===== src/sv/phrc_pkg.sv =====
// ============================================================================
// PS/2 host reply classifier package
// Shared types, codes and field layout for the reply classifier and its checker.
// ============================================================================
package phrc_pkg;

   // Largest number of response bytes a command may expect.
   localparam int RESPONSE_MAX = 15;

   // Field widths of the request and response transfers.
   localparam int REQ_DATA_W = 56;
   localparam int REQ_USER_W = 2;
   localparam int RSP_DATA_W = 24;
   localparam int RSP_USER_W = 4;
   localparam int CSR_ADDR_W = 1;
   localparam int CSR_DATA_W = 32;

   // Configuration register indexes.
   localparam logic [CSR_ADDR_W-1:0] CSR_PORT_IS_KEYBOARD  = 1'b0;
   localparam logic [CSR_ADDR_W-1:0] CSR_HOTPLUG_WINDOW_US = 1'b1;

   localparam logic [31:0] HOTPLUG_WINDOW_RESET = 32'd50000;

   // Protocol bytes.
   localparam logic [7:0] BYTE_ACK        = 8'hFA;
   localparam logic [7:0] BYTE_NACK       = 8'hFE;
   localparam logic [7:0] BYTE_NACK_ERR   = 8'hFC;
   localparam logic [7:0] BYTE_GET_ID     = 8'hF2;
   localparam logic [7:0] BYTE_REMOVAL    = 8'hFD;
   localparam logic [7:0] BYTE_SELF_TEST  = 8'hAA;
   localparam logic [7:0] BYTE_ZERO       = 8'h00;
   localparam logic [7:0] BYTE_ID_WHEEL   = 8'h03;
   localparam logic [7:0] BYTE_ID_5BUTTON = 8'h04;

   // Request function codes.
   typedef enum logic [1:0] {
      FUNC_ARM     = 2'd0,
      FUNC_RX_BYTE = 2'd1,
      FUNC_ABORT   = 2'd2,
      FUNC_FINISH  = 2'd3
   } func_type;

   // Response verdict codes.
   typedef enum logic [3:0] {
      VERDICT_CONTROL       = 4'd0,
      VERDICT_ACK           = 4'd1,
      VERDICT_NACK          = 4'd2,
      VERDICT_IDACK         = 4'd3,
      VERDICT_STORED        = 4'd4,
      VERDICT_COMPLETE      = 4'd5,
      VERDICT_REMOVAL       = 4'd6,
      VERDICT_PLUG          = 4'd7,
      VERDICT_REPUBLISH     = 4'd8,
      VERDICT_MAYBE_PLUG    = 4'd9,
      VERDICT_DROP_INACTIVE = 4'd10,
      VERDICT_DROP_DISABLED = 4'd11,
      VERDICT_PASS          = 4'd12
   } verdict_type;

   // One request item as held in the input register.
   typedef struct packed {
      func_type    func;
      logic [7:0]  tx_byte;
      logic        is_first_byte;
      logic [3:0]  response_count;
      logic [7:0]  rx_byte;
      logic        rx_error;
      logic [31:0] rx_time_us;
      logic        device_active;
      logic        device_enabled;
   } req_item_type;

   // One response item as held in the output register.
   typedef struct packed {
      verdict_type verdict;
      logic [1:0]  wake_count;
      logic [7:0]  response_byte;
      logic [3:0]  response_index;
      logic [3:0]  missing_count;
      logic        ack_flag;
      logic        nack_flag;
      logic        command_busy;
   } rsp_item_type;

endpackage


===== src/sv/ps2_host_reply_classifier_top.sv =====
// ============================================================================
// PS/2 host reply classifier
// Classifies host arm, abort and finish events and device bytes for one port.
// ============================================================================
//
// Usage:
// The request channel (req_*) carries one event per transfer: req_tuser holds
// the function code, req_tdata the transmitted byte, command fields, received
// byte, error flag, arrival time and device status. Every request transfer
// yields exactly one response transfer on the rsp_* channel, whose tuser holds
// the verdict and whose tdata holds the wake count, stored response byte and
// index, missing count and the ack, nack and busy flags after the event.
// The csr_* port writes the keyboard flag and the hot plug window; write it
// only while no transfer is in flight.
// A request reaches response valid through one input register and one result
// register. Throughput is one item per cycle while the response side takes
// every transfer; the single pass of classification logic on the command state
// sets that figure. A full result register that is not taken stalls the input
// register, and the request side then stalls in turn. Reset clears the command
// state, the previous byte and time, restores the configuration defaults and
// empties both registers.
// ============================================================================
module ps2_host_reply_classifier_top (
   input  logic                                clock,
   input  logic                                reset,
   // Request channel.
   input  logic                                req_tvalid,
   output logic                                req_tready,
   // From bit 0: tx_byte[7:0], is_first_byte, response_count[3:0], rx_byte[7:0],
   // rx_error, rx_time_us[31:0], device_active, device_enabled.
   input  logic [phrc_pkg::REQ_DATA_W-1:0]     req_tdata,
   // From bit 0: func[1:0].
   input  logic [phrc_pkg::REQ_USER_W-1:0]     req_tuser,
   // Response channel.
   output logic                                rsp_tvalid,
   input  logic                                rsp_tready,
   // From bit 0: wake_count[1:0], response_byte[7:0], response_index[3:0],
   // missing_count[3:0], ack_flag, nack_flag, command_busy, three zero bits.
   output logic [phrc_pkg::RSP_DATA_W-1:0]     rsp_tdata,
   // From bit 0: verdict[3:0].
   output logic [phrc_pkg::RSP_USER_W-1:0]     rsp_tuser,
   // Configuration write port.
   input  logic                                csr_we,
   input  logic [phrc_pkg::CSR_ADDR_W-1:0]     csr_addr,
   input  logic [phrc_pkg::CSR_DATA_W-1:0]     csr_wdata
);

   // Pipeline registers.
   logic                   in_valid_ff, in_valid_in;
   phrc_pkg::req_item_type in_item_ff, in_item_in;
   logic                   out_valid_ff, out_valid_in;
   phrc_pkg::rsp_item_type out_item_ff, out_item_in;

   // Configuration registers.
   logic        port_is_keyboard_ff, port_is_keyboard_in;
   logic [31:0] hotplug_window_ff, hotplug_window_in;

   // Command state.
   logic        command_open_ff, command_open_in;
   logic        ack_seen_ff, ack_seen_in;
   logic        nack_seen_ff, nack_seen_in;
   logic        getid_mode_ff, getid_mode_in;
   logic [3:0]  remaining_ff, remaining_in;
   logic [3:0]  write_index_ff, write_index_in;
   logic [7:0]  previous_byte_ff, previous_byte_in;
   logic [31:0] previous_time_ff, previous_time_in;

   logic req_accept;
   logic advance;

   // Handshake: the input register moves into the result register when the
   // result register is empty or is being drained in this cycle.
   assign advance    = in_valid_ff & (~out_valid_ff | rsp_tready);
   assign req_tready = ~in_valid_ff | advance;
   assign req_accept = req_tvalid & req_tready;

   // Unpack the request transfer.
   always_comb begin
      in_item_in.func           = phrc_pkg::func_type'(req_tuser[1:0]);
      in_item_in.tx_byte        = req_tdata[7:0];
      in_item_in.is_first_byte  = req_tdata[8];
      in_item_in.response_count = req_tdata[12:9];
      in_item_in.rx_byte        = req_tdata[20:13];
      in_item_in.rx_error       = req_tdata[21];
      in_item_in.rx_time_us     = req_tdata[53:22];
      in_item_in.device_active  = req_tdata[54];
      in_item_in.device_enabled = req_tdata[55];
   end

   // Valid bits of the two registers.
   always_comb begin
      in_valid_in = in_valid_ff;
      if (req_accept) begin
         in_valid_in = 1'b1;
      end else if (advance) begin
         in_valid_in = 1'b0;
      end
      out_valid_in = out_valid_ff;
      if (advance) begin
         out_valid_in = 1'b1;
      end else if (rsp_tready) begin
         out_valid_in = 1'b0;
      end
   end

   // Configuration writes.
   always_comb begin
      port_is_keyboard_in = port_is_keyboard_ff;
      hotplug_window_in   = hotplug_window_ff;
      if (csr_we) begin
         case (csr_addr)
            phrc_pkg::CSR_PORT_IS_KEYBOARD:  port_is_keyboard_in = csr_wdata[0];
            phrc_pkg::CSR_HOTPLUG_WINDOW_US: hotplug_window_in   = csr_wdata;
            default: ;
         endcase
      end
   end

   // Classification of the item in the input register.
   logic        rx_is_ack, rx_is_nack, rx_is_id, take_byte, passed;
   logic        in_window;
   logic [31:0] gap;
   logic [7:0]  count_wide;
   logic [3:0]  count_sat;
   logic [3:0]  remaining_dec;
   phrc_pkg::verdict_type pass_verdict;

   always_comb begin
      rx_is_ack  = in_item_ff.rx_byte == phrc_pkg::BYTE_ACK;
      rx_is_nack = (in_item_ff.rx_byte == phrc_pkg::BYTE_NACK) ||
                   (in_item_ff.rx_byte == phrc_pkg::BYTE_NACK_ERR);
      rx_is_id   = (in_item_ff.rx_byte == phrc_pkg::BYTE_ZERO) ||
                   (in_item_ff.rx_byte == phrc_pkg::BYTE_ID_WHEEL) ||
                   (in_item_ff.rx_byte == phrc_pkg::BYTE_ID_5BUTTON);
      gap        = in_item_ff.rx_time_us - previous_time_ff;
      in_window  = gap < hotplug_window_ff;
      remaining_dec = remaining_ff - 4'd1;

      // Expected count, saturated to the response buffer size.
      count_wide = {4'd0, in_item_ff.response_count};
      count_sat  = (count_wide > 8'(phrc_pkg::RESPONSE_MAX)) ?
                   4'(phrc_pkg::RESPONSE_MAX) : in_item_ff.response_count;

      // Bytes not taken by a command: hot plug detection and filtering.
      if (!port_is_keyboard_ff && in_item_ff.rx_error &&
          in_item_ff.rx_byte == phrc_pkg::BYTE_REMOVAL) begin
         pass_verdict = phrc_pkg::VERDICT_REMOVAL;
      end else if (!port_is_keyboard_ff && in_item_ff.rx_byte == phrc_pkg::BYTE_ZERO &&
                   previous_byte_ff == phrc_pkg::BYTE_SELF_TEST && in_window) begin
         pass_verdict = in_item_ff.device_active ? phrc_pkg::VERDICT_REPUBLISH :
                                                   phrc_pkg::VERDICT_PLUG;
      end else if (!in_item_ff.device_active) begin
         pass_verdict = (in_item_ff.rx_byte != phrc_pkg::BYTE_ZERO &&
                         in_item_ff.rx_byte != phrc_pkg::BYTE_SELF_TEST) ?
                        phrc_pkg::VERDICT_MAYBE_PLUG : phrc_pkg::VERDICT_DROP_INACTIVE;
      end else if (!in_item_ff.device_enabled) begin
         pass_verdict = phrc_pkg::VERDICT_DROP_DISABLED;
      end else begin
         pass_verdict = phrc_pkg::VERDICT_PASS;
      end

      command_open_in  = command_open_ff;
      ack_seen_in      = ack_seen_ff;
      nack_seen_in     = nack_seen_ff;
      getid_mode_in    = getid_mode_ff;
      remaining_in     = remaining_ff;
      write_index_in   = write_index_ff;
      previous_byte_in = previous_byte_ff;
      previous_time_in = previous_time_ff;
      take_byte        = 1'b0;
      passed           = 1'b0;

      out_item_in.verdict        = phrc_pkg::VERDICT_CONTROL;
      out_item_in.wake_count     = 2'd0;
      out_item_in.response_byte  = 8'd0;
      out_item_in.response_index = 4'd0;
      out_item_in.missing_count  = 4'd0;

      case (in_item_ff.func)
         phrc_pkg::FUNC_ARM: begin
            ack_seen_in   = 1'b0;
            nack_seen_in  = 1'b0;
            getid_mode_in = 1'b0;
            if (in_item_ff.is_first_byte) begin
               remaining_in    = count_sat;
               write_index_in  = 4'd0;
               command_open_in = 1'b1;
               getid_mode_in   = in_item_ff.tx_byte == phrc_pkg::BYTE_GET_ID;
            end
         end
         phrc_pkg::FUNC_ABORT: begin
            command_open_in = 1'b0;
         end
         phrc_pkg::FUNC_FINISH: begin
            command_open_in           = 1'b0;
            out_item_in.missing_count = remaining_ff;
            remaining_in              = 4'd0;
         end
         phrc_pkg::FUNC_RX_BYTE: begin
            if (!command_open_ff) begin
               passed = 1'b1;
            end else if (!ack_seen_ff && !nack_seen_ff) begin
               if (rx_is_ack) begin
                  ack_seen_in            = 1'b1;
                  out_item_in.verdict    = phrc_pkg::VERDICT_ACK;
                  out_item_in.wake_count = 2'd1;
               end else if (rx_is_nack) begin
                  nack_seen_in           = 1'b1;
                  out_item_in.verdict    = phrc_pkg::VERDICT_NACK;
                  out_item_in.wake_count = 2'd1;
               end else if (getid_mode_ff && rx_is_id) begin
                  // A mouse answered get-id with its id instead of an ack.
                  ack_seen_in            = 1'b1;
                  out_item_in.verdict    = phrc_pkg::VERDICT_IDACK;
                  out_item_in.wake_count = 2'd1;
                  if (remaining_ff != 4'd0) begin
                     take_byte = 1'b1;
                     if (remaining_dec == 4'd0) begin
                        command_open_in        = 1'b0;
                        out_item_in.wake_count = 2'd2;
                     end
                  end
               end else begin
                  passed = 1'b1;
               end
            end else if (remaining_ff != 4'd0) begin
               take_byte           = 1'b1;
               out_item_in.verdict = phrc_pkg::VERDICT_STORED;
               if (remaining_dec == 4'd0) begin
                  command_open_in        = 1'b0;
                  out_item_in.verdict    = phrc_pkg::VERDICT_COMPLETE;
                  out_item_in.wake_count = 2'd1;
               end
            end else begin
               passed = 1'b1;
            end
            if (passed) begin
               out_item_in.verdict = pass_verdict;
            end
            previous_byte_in = in_item_ff.rx_byte;
            previous_time_in = in_item_ff.rx_time_us;
         end
         default: ;
      endcase

      // Store a response byte at the current write position.
      if (take_byte) begin
         out_item_in.response_byte  = in_item_ff.rx_byte;
         out_item_in.response_index = write_index_ff;
         write_index_in             = write_index_ff + 4'd1;
         remaining_in               = remaining_dec;
      end

      out_item_in.ack_flag     = ack_seen_in;
      out_item_in.nack_flag    = nack_seen_in;
      out_item_in.command_busy = command_open_in;
   end

   // Control and state registers.
   always_ff @(posedge clock) begin
      if (reset) begin
         in_valid_ff         <= 1'b0;
         out_valid_ff        <= 1'b0;
         port_is_keyboard_ff <= 1'b0;
         hotplug_window_ff   <= phrc_pkg::HOTPLUG_WINDOW_RESET;
         command_open_ff     <= 1'b0;
         ack_seen_ff         <= 1'b0;
         nack_seen_ff        <= 1'b0;
         getid_mode_ff       <= 1'b0;
         remaining_ff        <= 4'd0;
         write_index_ff      <= 4'd0;
         previous_byte_ff    <= 8'd0;
         previous_time_ff    <= 32'd0;
      end else begin
         in_valid_ff         <= in_valid_in;
         out_valid_ff        <= out_valid_in;
         port_is_keyboard_ff <= port_is_keyboard_in;
         hotplug_window_ff   <= hotplug_window_in;
         if (advance) begin
            command_open_ff  <= command_open_in;
            ack_seen_ff      <= ack_seen_in;
            nack_seen_ff     <= nack_seen_in;
            getid_mode_ff    <= getid_mode_in;
            remaining_ff     <= remaining_in;
            write_index_ff   <= write_index_in;
            previous_byte_ff <= previous_byte_in;
            previous_time_ff <= previous_time_in;
         end
      end
   end

   // Payload registers.
   always_ff @(posedge clock) begin
      if (req_accept) begin
         in_item_ff <= in_item_in;
      end
      if (advance) begin
         out_item_ff <= out_item_in;
      end
   end

   // Pack the response transfer.
   assign rsp_tvalid = out_valid_ff;
   assign rsp_tuser  = out_item_ff.verdict;
   assign rsp_tdata  = {3'd0,
                        out_item_ff.command_busy,
                        out_item_ff.nack_flag,
                        out_item_ff.ack_flag,
                        out_item_ff.missing_count,
                        out_item_ff.response_index,
                        out_item_ff.response_byte,
                        out_item_ff.wake_count};

endmodule


===== config.mk =====
export PLATFORM = sky130hd
export DESIGN_NAME = ps2_host_reply_classifier_top
export DESIGN_NICKNAME = d
export VERILOG_FILES = /design/src/sv/phrc_pkg.sv /design/src/sv/ps2_host_reply_classifier_top.sv
export SDC_FILE = /design/constraint.sdc
export NUM_CORES = 1
export LEC_CHECK = 0
export ABC_AREA = 1
export BUFFER_PORTS_ARGS = -buffer_cell sky130_fd_sc_hd__buf_2
export CAP_MARGIN = 20
export CORE_UTILIZATION = 29
export DETAILED_ROUTE_END_ITERATION = 12
export PLACE_DENSITY = 0.56
export SKIP_CTS_REPAIR_TIMING = 1
export SKIP_LAST_GASP = 1
export SLEW_MARGIN = 20
export SYNTH_ARGS = -nofsm -noshare
export SYNTH_HDL_FRONTEND = slang
export SYNTH_SLANG_ARGS = --single-unit

===== constraint.sdc =====
create_clock -name clock -period 4.48 [get_ports clock]
set_input_delay 0.896 -clock clock [delete_from_list [all_inputs] [get_ports clock]]
set_output_delay 0.896 -clock clock [all_outputs]
set_load 0.01 [all_outputs]

* Yosys cells after proc, flatten, opt, wreduce, memory -nomap -nowiden *
Index checks and enable logic that the tools add are counted.

word-level totals
  bits in latches = 0
  memory bits (read-only) = 0
  memories = 0
  memory bits (writable) = 0
  flip-flop bits (word level) = 170
  output and inout bits = 30

operators by class
  mux-type cells = 61
  multiply operators = 0
  shift-type cells = 0
  $lt $le $gt $ge = 1
  add/subtract/negate cells = 3
  reductions and logical operators = 32
  div/mod/pow operators = 0
  bitwise gates (word level) = 7
  equal/unequal tests = 13

operators by type and width
  kind                                                 count
  equality test 8 bit, second input constant           6
  2-to-1 mux 4 bit                                     12
  2-to-1 mux 1 bit                                     36
  < comparator 32 bit                                  1
  subtractor 32 bit                                    1
  2-to-1 mux 6 bit                                     2
  AND reduction 2 bit                                  5
  2-to-1 mux 3 bit                                     3
  equality test 8 x 2 -> 1 bit, second input constant  1
  equality test 8 x 3 -> 1 bit, second input constant  1
  logical AND 1 bit                                    8
  logical NOT 8 bit                                    1
  inequality test 8 bit, second input constant         1
  case mux 4 bit (2 select lines)                      1
  nonzero test 2 bit                                   4
  nonzero test 8 bit                                   1
  2-to-1 mux 2 bit                                     3
  AND reduction 3 bit                                  2
  2-to-1 mux 5 bit                                     1
  adder 4 x 1 -> 4 bit, second input constant          1
  equality test 2 bit, second input constant           2
  logical NOT 4 bit                                    1
  case mux 1 bit (2 select lines)                      2
  nonzero test 4 bit                                   1
  other kinds (12)                                     20

* Depth between registers and ports, before layout *
Gate-level depths: netlist of the first run.

  depth after elaboration = 12
  depth in mapped cells = 26
  mapped depth without buffers = 26

* Worst setup path before layout of the first run *
OpenSTA, ideal clock, no wires.

  path kind = register to register
  start point = register in_item_ff[2] in the netlist's numbering
  end point = register out_item_ff (netlist bit rsp_tuser[1]), data pin
  stages on the path, launching flop included = 27
  arrival = 2.855 ns
  library setup time = 0.257 ns
  data required time = 4.223 ns
  setup slack = 1.368 ns
  clock period less this slack = 3.112 ns
  buffers on the path = 0
  cells stage by stage = edfxtp_1 inv_1 ha_1 inv_1 fa_1 nand3_1 nand2_2 a21oi_2 inv_1 nand3_1 nand2_1 nand3_1 nand2_1 xor2_1 ha_1 nand2_1 inv_1 nand2_1 nor2_1 nor2_2 nand4_1 nor2_1 nand2_1 nand2_1 nand3_1 nand2_1 a21oi_1

on the way
  longest elaborated chain between the ends = 6

RTL lines
  what                    line                                  source
  start, declared         ps2_host_reply_classifier_top.sv:50   phrc_pkg::req_item_type in_item_ff, in_item_in;
  start signal, assigned  ps2_host_reply_classifier_top.sv:295  in_item_ff <= in_item_in;
  subtractor 32 bit       ps2_host_reply_classifier_top.sv:135  gap = in_item_ff.rx_time_us - previous_time_ff;
  < comparator 32 bit     ps2_host_reply_classifier_top.sv:136  in_window = gap < hotplug_window_ff;
  logical AND 1 bit       ps2_host_reply_classifier_top.sv:149  previous_byte_ff == phrc_pkg::BYTE_SELF_TEST && in_window) begin
  2-to-1 mux 4 bit        ps2_host_reply_classifier_top.sv:148  end else if (!port_is_keyboard_ff && in_item_ff.rx_byte == phrc_pkg::BYTE_ZERO &&
  2-to-1 mux 4 bit        ps2_host_reply_classifier_top.sv:145  if (!port_is_keyboard_ff && in_item_ff.rx_error &&
  2-to-1 mux 4 bit        ps2_host_reply_classifier_top.sv:237  if (passed) begin
  end signal, assigned    ps2_host_reply_classifier_top.sv:298  out_item_ff <= out_item_in;
  end, declared           ps2_host_reply_classifier_top.sv:52   phrc_pkg::rsp_item_type out_item_ff, out_item_in;

No other way between the ends.
A chain may end at the register's enable or synchronous reset.

* Worst setup path after layout of the first run *
  start point = register in_item_ff[2] in the netlist's numbering
  end point = register out_item_ff (netlist bit rsp_tuser[0]), data pin

Same word-level chain as after synthesis.

==> results.md, run 1 <==
* MaxCap Viol Count at 0
* Yosys reg bits at 170
* Warnings from Yosys at 0
* DRC errors left at 0
* Die extent in x at between 150 and 200 um
* Detailed placer's ending HPWL at approximately 17 mm
* Post-synth ARST share at 0
* Max Clock Skew at roughly 19 ps
* Placed cell count at 1,516
* Vias at 7,082
* Dominant cells by area after synthesis: edfxtp_1, dfxtp_1, ha_1, a21oi_1, nand2_1
* Post-synth top area cell: edfxtp_1
* Post-synth EDFFs at 83
* Total Wirelength at about 23 mm
* Initial drt markers at 429
* Largest net degree at the start of global routing at 53
* Cell leakage power at 4.45 nW
* Cell with the most instances after synthesis: nand2_1
* Switching share of power at 0.306
* Max frequency at about 0.27 GHz
* Slew margin rel. at 0.439
* Nets at approximately 1,300
* Crit path max fanout at 3
* Std-Cell Core Area at between 20,000 and 30,000 um^2
* Fraction of layout cells with a size suffix above 1 at 0.187
* Register share of total power at 0.445
* Global route hottest layer: met2
* Yosys cell types at just under 50
* Largest family of logic cells by synthesized area: compound AO/OA/AOI/OAI gates
* Hold Crit Class: register to register
* Adder-cell share of the synthesized area at 0.0934
* Final hold violation count at 0
* Clock Power Share at 0.389
* Clk_lat worst skew at roughly 440 ps
* Tcrit/Tclk final at 0.841
* Starting Density at 0.298
* Met3 usage at 0.0259
* Worst Path Arrival at 4060 ps
* Port bufs at around 120
* First-pass GRT wire length at ~36 mm
* Clock Tree Buf Depth at 2
* Design area at 10,600 um^2
* Clock tree sinks at 170
* CTS buffer count at 17
* Pwr per Cell Area at roughly 370 nW/um^2
* Synth Flop Type: dfxtp_1
* Non-filler cells, final at 1,548
* Final GP Congestion at between 0.8 and 0.9
* Antenna violations before repair at 0
* Vias in the first global route at approximately 6,900
* Worst Setup Start Kind: register
* Fin. max-slew vios at 0
* Routed Antenna Nets at 0
* XOR/XNOR share of the synthesized area at 0.0324
* Met1 Track Usage GR at 0.203
* RSZ-0062 raised after global routing: false
* Ports at 126
* Clock period minus final worst setup slack at approximately 3800 ps
* Die H at ~180 um
* Total number of placement rows at 63
* VDD IR max at around 0.19 mV
* Final worst setup slack at about 710 ps
* Synth top area share at 0.279
* Per-cell routed wire length at roughly 15 um
* Int Pwr at between 0.002 and 0.003 W
* Clock root buffer: clkbuf_16
* Final setup violating endpoints at 0
* Full die area at around 31,000 um^2
* Final Util at 0.353
* GRT overflow at 0
* Synthesized area at 8930 um^2
* Post-synth top cells: nand2_1, inv_1, a21oi_1, dfxtp_1, edfxtp_1
* Total track usage at 0.149
* Register area share after synthesis at 0.474
* Outcome: finished, final reports clean
* Crit path required time at approximately 4800 ps
* Clock slew at reported path FFs at 80 ps
* Routing usage on met2 at 0.242
* Worst-Margin Slew at about 840 ps
* Gate power share at 0.167
* DR vias/cell at roughly 4.6
* Setup crit end kind: register
* Final TNS setup at 0 ps
* CP Class: register to register
* Area delta synth->final at 18.3%
* Pre-CTS setup slack at ~770 ps
* DP Area at 9950 um^2
* CTS tree: done
* First-pass DRT Iterations at 5
* Psw at around 0.0012 W
* Syn_area_per_cell at between 8 and 9 um^2
* Antenna Cells at 0
* Post-Synth Simple-Gate Area at 0.151
* Maximum level of the CTS H-tree at 4
* Compound-cell area share of the yosys netlist at 0.168
* Mux share of post-synthesis cell area at 0
* Mapped Cells at 1,024
==> state kept, by name, indices dropped and copies added (netlist names) <==
signal,flops
nack_seen_ff,1
previous_time_ff,32
previous_byte_ff,8
getid_mode_ff,1
port_is_keyboard_ff,1
in_valid_ff,1
in_item_ff,54
command_open_ff,1
rsp_tdata,21
hotplug_window_ff,32
rsp_tvalid,1
count_sat,4
rsp_tuser,4
remaining_ff,4
ack_seen_ff,1
write_index_ff,4
==> final timing paths <==
check	from	end	slack, ps	cells past startpoint
max	in_item_ff[2]	rsp_tuser[0]	710	24
max reg2reg	in_item_ff[2]	rsp_tuser[0]	710	24
min	previous_time_ff[20]	previous_time_ff[20]	460	2
min reg2reg	previous_time_ff[20]	previous_time_ff[20]	460	2
==> per-stage QoR <==
| step | power [W] | hold slack, ps |
|---|---|---|
| 2_1_floorplan | 0.00222 | 433 |
| 3_3_place_gp | 0.00243 | 441 |
| 3_5_place_dp | 0.00243 | 449 |
| 4_1_cts | 0.00396 | 460 |
| 5_1_grt | 0.00412 | 474 |
| 6_report | 0.00392 | 455 |
==> layout make-up <==
cell class              instances  area, um^2
clock buffers                  17         425
clock inverters                15         191
fillers                      3157       19400
inverters                     158         593
multi-input cells             670        3980
flip-flops and latches        170        4230
well taps                     390         488
repair buffers                128         656
==> cells by family (layout without fill, tap and decap cells) <==
kind of cell | after synthesis | in the layout
XOR/XNOR | 33 | 33
AO/OA/AOI/OAI | 262 | 262
adder cells (fa/ha/maj) | 66 | 66
buffers and inverters | 186 | 318
flip-flops | 170 | 170
other | 1 | 3
AND/OR/NAND/NOR | 306 | 306
==> worst max-delay path: stages, from the launching register on <==
cell and delay (ps):
edfxtp_1 370, inv_1 80, ha_1 140, inv_1 50, fa_1 410, nand3_1 120, nand2_2 100, a21oi_2 270
inv_1 90, nand3_1 80, nand2_1 140, nand3_1 110, nand2_1 70, xor2_1 180, ha_1 290, nand2_1 60
nor2_1 190, nand4_1 150, a21oi_1 210, nor2_1 90, nand2_1 110, nand3_1 80, nand2_1 70, nand2_1 50
a21oi_1 110
==> layer usage <==
layer,routed length (um),up-vias
li1,-,3680
met1,11200,3254
met2,10400,126
met3,731,22
met4,345,0
met5,0,-
==> placed cells by master, fill, tap and decap left out, types with 6 or more instances in the layout <==
cell type	netlist	routed
inv_2	18	20
clkinv_8	0	6
buf_2	4	122
inv_1	139	137
xnor2_1	10	10
edfxtp_1	83	83
nor2_2	8	8
o21ai_1	17	17
dfxtp_1	87	87
xor2_1	23	23
buf_4	3	6
nor3_1	8	8
o211ai_1	6	6
a21oi_1	118	118
nand4_1	10	10
nand2_1	145	145
a21o_1	8	8
clkbuf_16	0	17
o21ai_0	79	79
ha_1	65	65
nand3_1	36	36
nor2_1	80	80
==> power by group through the flow <==
| stage | combinational [W] | clock [W] | sequential, W |
|---|---|---|---|
| finish | 0.000653 | 0.00152 | 0.00174 |
| global route | 0.000745 | 0.00162 | 0.00175 |
| CTS | 0.000659 | 0.00156 | 0.00174 |
| detailed placement | 0.000654 | 0 | 0.00178 |
| global placement | 0.000651 | 0 | 0.00178 |
| floorplan | 0.000450 | 0 | 0.00177 |
No activity file was read; power rests on OpenSTA's default activity.
==> run 2: changes to the inputs <==
- clock period: 4.48 -> 3.8 ns (I/O delays scaled with it)
==> run 2 against run 1 <==
Against the previous run:
- clock skew hardly changed
- critical path depth shrank 5
- fmax grew 5.4%
- final area up 0.77%
- cell count up 0.39%
- hold slack gained 0.87 ps
- combinational power up 19%
- non-clock buffer count up 6
- first-iteration DRC count decreased by 10%
- sequential cell count is the same
- count of clock-buffer cells in the layout did not move
- wire length fell by 1.0%
- largest cell class unchanged
- highest routed layer unchanged
==> results.md, run 2 (synthesized netlist as in run 1, its figures left out) <==
* Outcome: finished, final reports clean
* Clock tree sinks at 170 (unchanged)
* DR WL met3 at 803 um (+9.8%)
* Reg2reg path depth at 19 (-21%)
* Reg-to-reg startpoint: in_item_ff[6]
* Ports at 126 (unchanged)
* Die extent in x at 177 um (unchanged)
* Commonest non-fill, non-tap cell in the layout: nand2_1
* Cell leakage power at 4.49 nW (+0.69%)
* Area delta synth->final at 19.3%
* Worst Path Arrival at 3770 ps (-290 ps)
* Clock Tree Buf Depth at 2 (unchanged)
* Per-cell routed wire length at 14.4 um (-1.4%)
* Slew margin rel. at 0.444 (+0.00488)
* Hold Slack at 456 ps (+0.871 ps)
* Antenna Cells at 0 (unchanged)
* GRT overflow at 0 (unchanged)
* Clock root buffer: clkbuf_16
* Vias at 7,132 (+0.71%)
* Worst setup startpoint: in_item_ff[6]
* Worst Setup Start Kind: register
* First-pass GRT wire length at 35.7 mm (-0.96%)
* Max reg flops at 54 (unchanged)
* Fin. max-slew vios at 0 (unchanged)
* Port bufs at 122 (unchanged)
* Final setup violating endpoints at 0 (unchanged)
* CTS tree: done
* Starting Density at 0.298 (unchanged)
* Antenna violations before repair at 0 (unchanged)
* DRC errors left at 0 (unchanged)
* Clk_lat worst skew at 440 ps (about the same)
* Total number of placement rows at 63 (unchanged)
* First-pass DRT Iterations at 5 (unchanged)
* Full die area at 31,500 um^2 (unchanged)
* Total track usage at 0.148 (-0.00143)
* DR vias/cell at 4.59 (+0.32%)
* Clock slew at reported path FFs at 70 ps (about the same)
* Most flop-heavy register: in_item_ff
* Fraction of layout cells with a size suffix above 1 at 0.201 (+0.0145)
* Std-Cell Core Area at 30,000 um^2 (unchanged)
* CTS buffer count at 17 (unchanged)
* Total Wirelength at 22.4 mm (-1.0%)
* Final hold violation count at 0 (unchanged)
* CP Class: register to register
* Commonest cells after routing, fill and taps aside: nand2_1, inv_1, buf_2
* Nets at 1,313 (+0.46%)
* Top Metal Used: met4
* VDD IR max at 0.281 mV (+52%)
* Crit path max fanout at 4 (+1)
* Worst-Margin Slew at 834 ps (-7.31 ps)
* Detailed placer's ending HPWL at 17.3 mm (-0.73%)
* Initial drt markers at 386 (-10%)
* Hold depth at 2 (unchanged)
* Routed Antenna Nets at 0 (unchanged)
* Largest net degree at the start of global routing at 59 (+11%)
* Placed cell count at 1,518 (+0.13%)
* Non-filler cells, final at 1,554 (+0.39%)
* Clock period minus final worst setup slack at 3580 ps (-192 ps)
* Final GP Congestion at 0.858 (-3.3%)
* Tcrit/Tclk final at 0.941 (+0.0999)
* Max Clock Skew at 19.0 ps (-0.196 ps)
* Min-Delay Startpoint: previous_time_ff[16]
* Pwr per Cell Area at 434 nW/um^2 (+17%)
* Max frequency at 0.280 GHz (+5.4%)
* Die H at 177 um (unchanged)
* Hold Crit Class: register to register
* Largest regs: in_item_ff: 54 flops, hotplug_window_ff: 32 flops, previous_time_ff: 32 flops
* MaxCap Viol Count at 0 (unchanged)
* Crit path required time at 3990 ps (-780 ps)
* DR WL met2 at 10.2 mm (-1.7%)
* Maximum level of the CTS H-tree at 4 (unchanged)
* Setup crit end kind: register
* Routed length on met1 at 11.0 mm (-1.6%)
* Vias in the first global route at 6,856 (-0.84%)
run 2: metrics by stage:
step	area, um^2	setup TNS, ps	power (W)	util	setup slack [ps]
after floorplan	8930	0	0.00262	-	688
after global placement	9960	0	0.00285	0.333	23.5
after detailed placement	9960	-84.0	0.00286	0.333	-51.9
after CTS	10600	-145	0.00467	0.353	-67.1
after global routing	10600	-8.35	0.00487	0.355	-5.45
final	10600	0	0.00462	0.355	225
run 2: layout make-up:
cell class,instances,area (um^2)
clock buffers,17,425
clock inverters,15,179
fillers,3125,19300
inverters,158,593
multi-input cells,670,4030
flip-flops and latches,170,4230
well taps,390,488
repair buffers,134,701
run 2: final timing paths:
| path | to | slack (ps) |
|---|---|---|
| max | rsp_tuser[1] | 220 |
| min | previous_time_ff[16] | 460 |
| max reg2reg | rsp_tuser[1] | 220 |
| min reg2reg | previous_time_ff[16] | 460 |
run 2: worst max-delay path, stage by stage, from the launching register on:
cell and delay (ps):
edfxtp_1 400, ha_1 380, a21oi_1 240, o21bai_1 120, a21oi_4 190, inv_2 80, a21oi_4 200, nand3b_1 130
nand2_1 100, xor2_1 160, ha_1 290, nand2_1 80, nor2_2 110, nand4_1 210, a21oi_2 240, nor2_1 90
nand3_1 110, nand3_1 80, nand2_1 60, a21oi_1 50
run 2: power by group:
| group | internal, W | switching [W] |
|---|---|---|
| clock | 0.000945 | 0.000847 |
| sequential | 0.00202 | 0.0000391 |
| combinational | 0.000299 | 0.000478 |
| total | 0.00326 | 0.00136 |
run 2: routing by layer:
layer / up-vias / GRT usage
met3: 28 / 0.0219
met5: - / 0
met2: 127 / 0.238
met1: 3297 / 0.200
li1: 3680 / -
met4: 0 / 0.0545
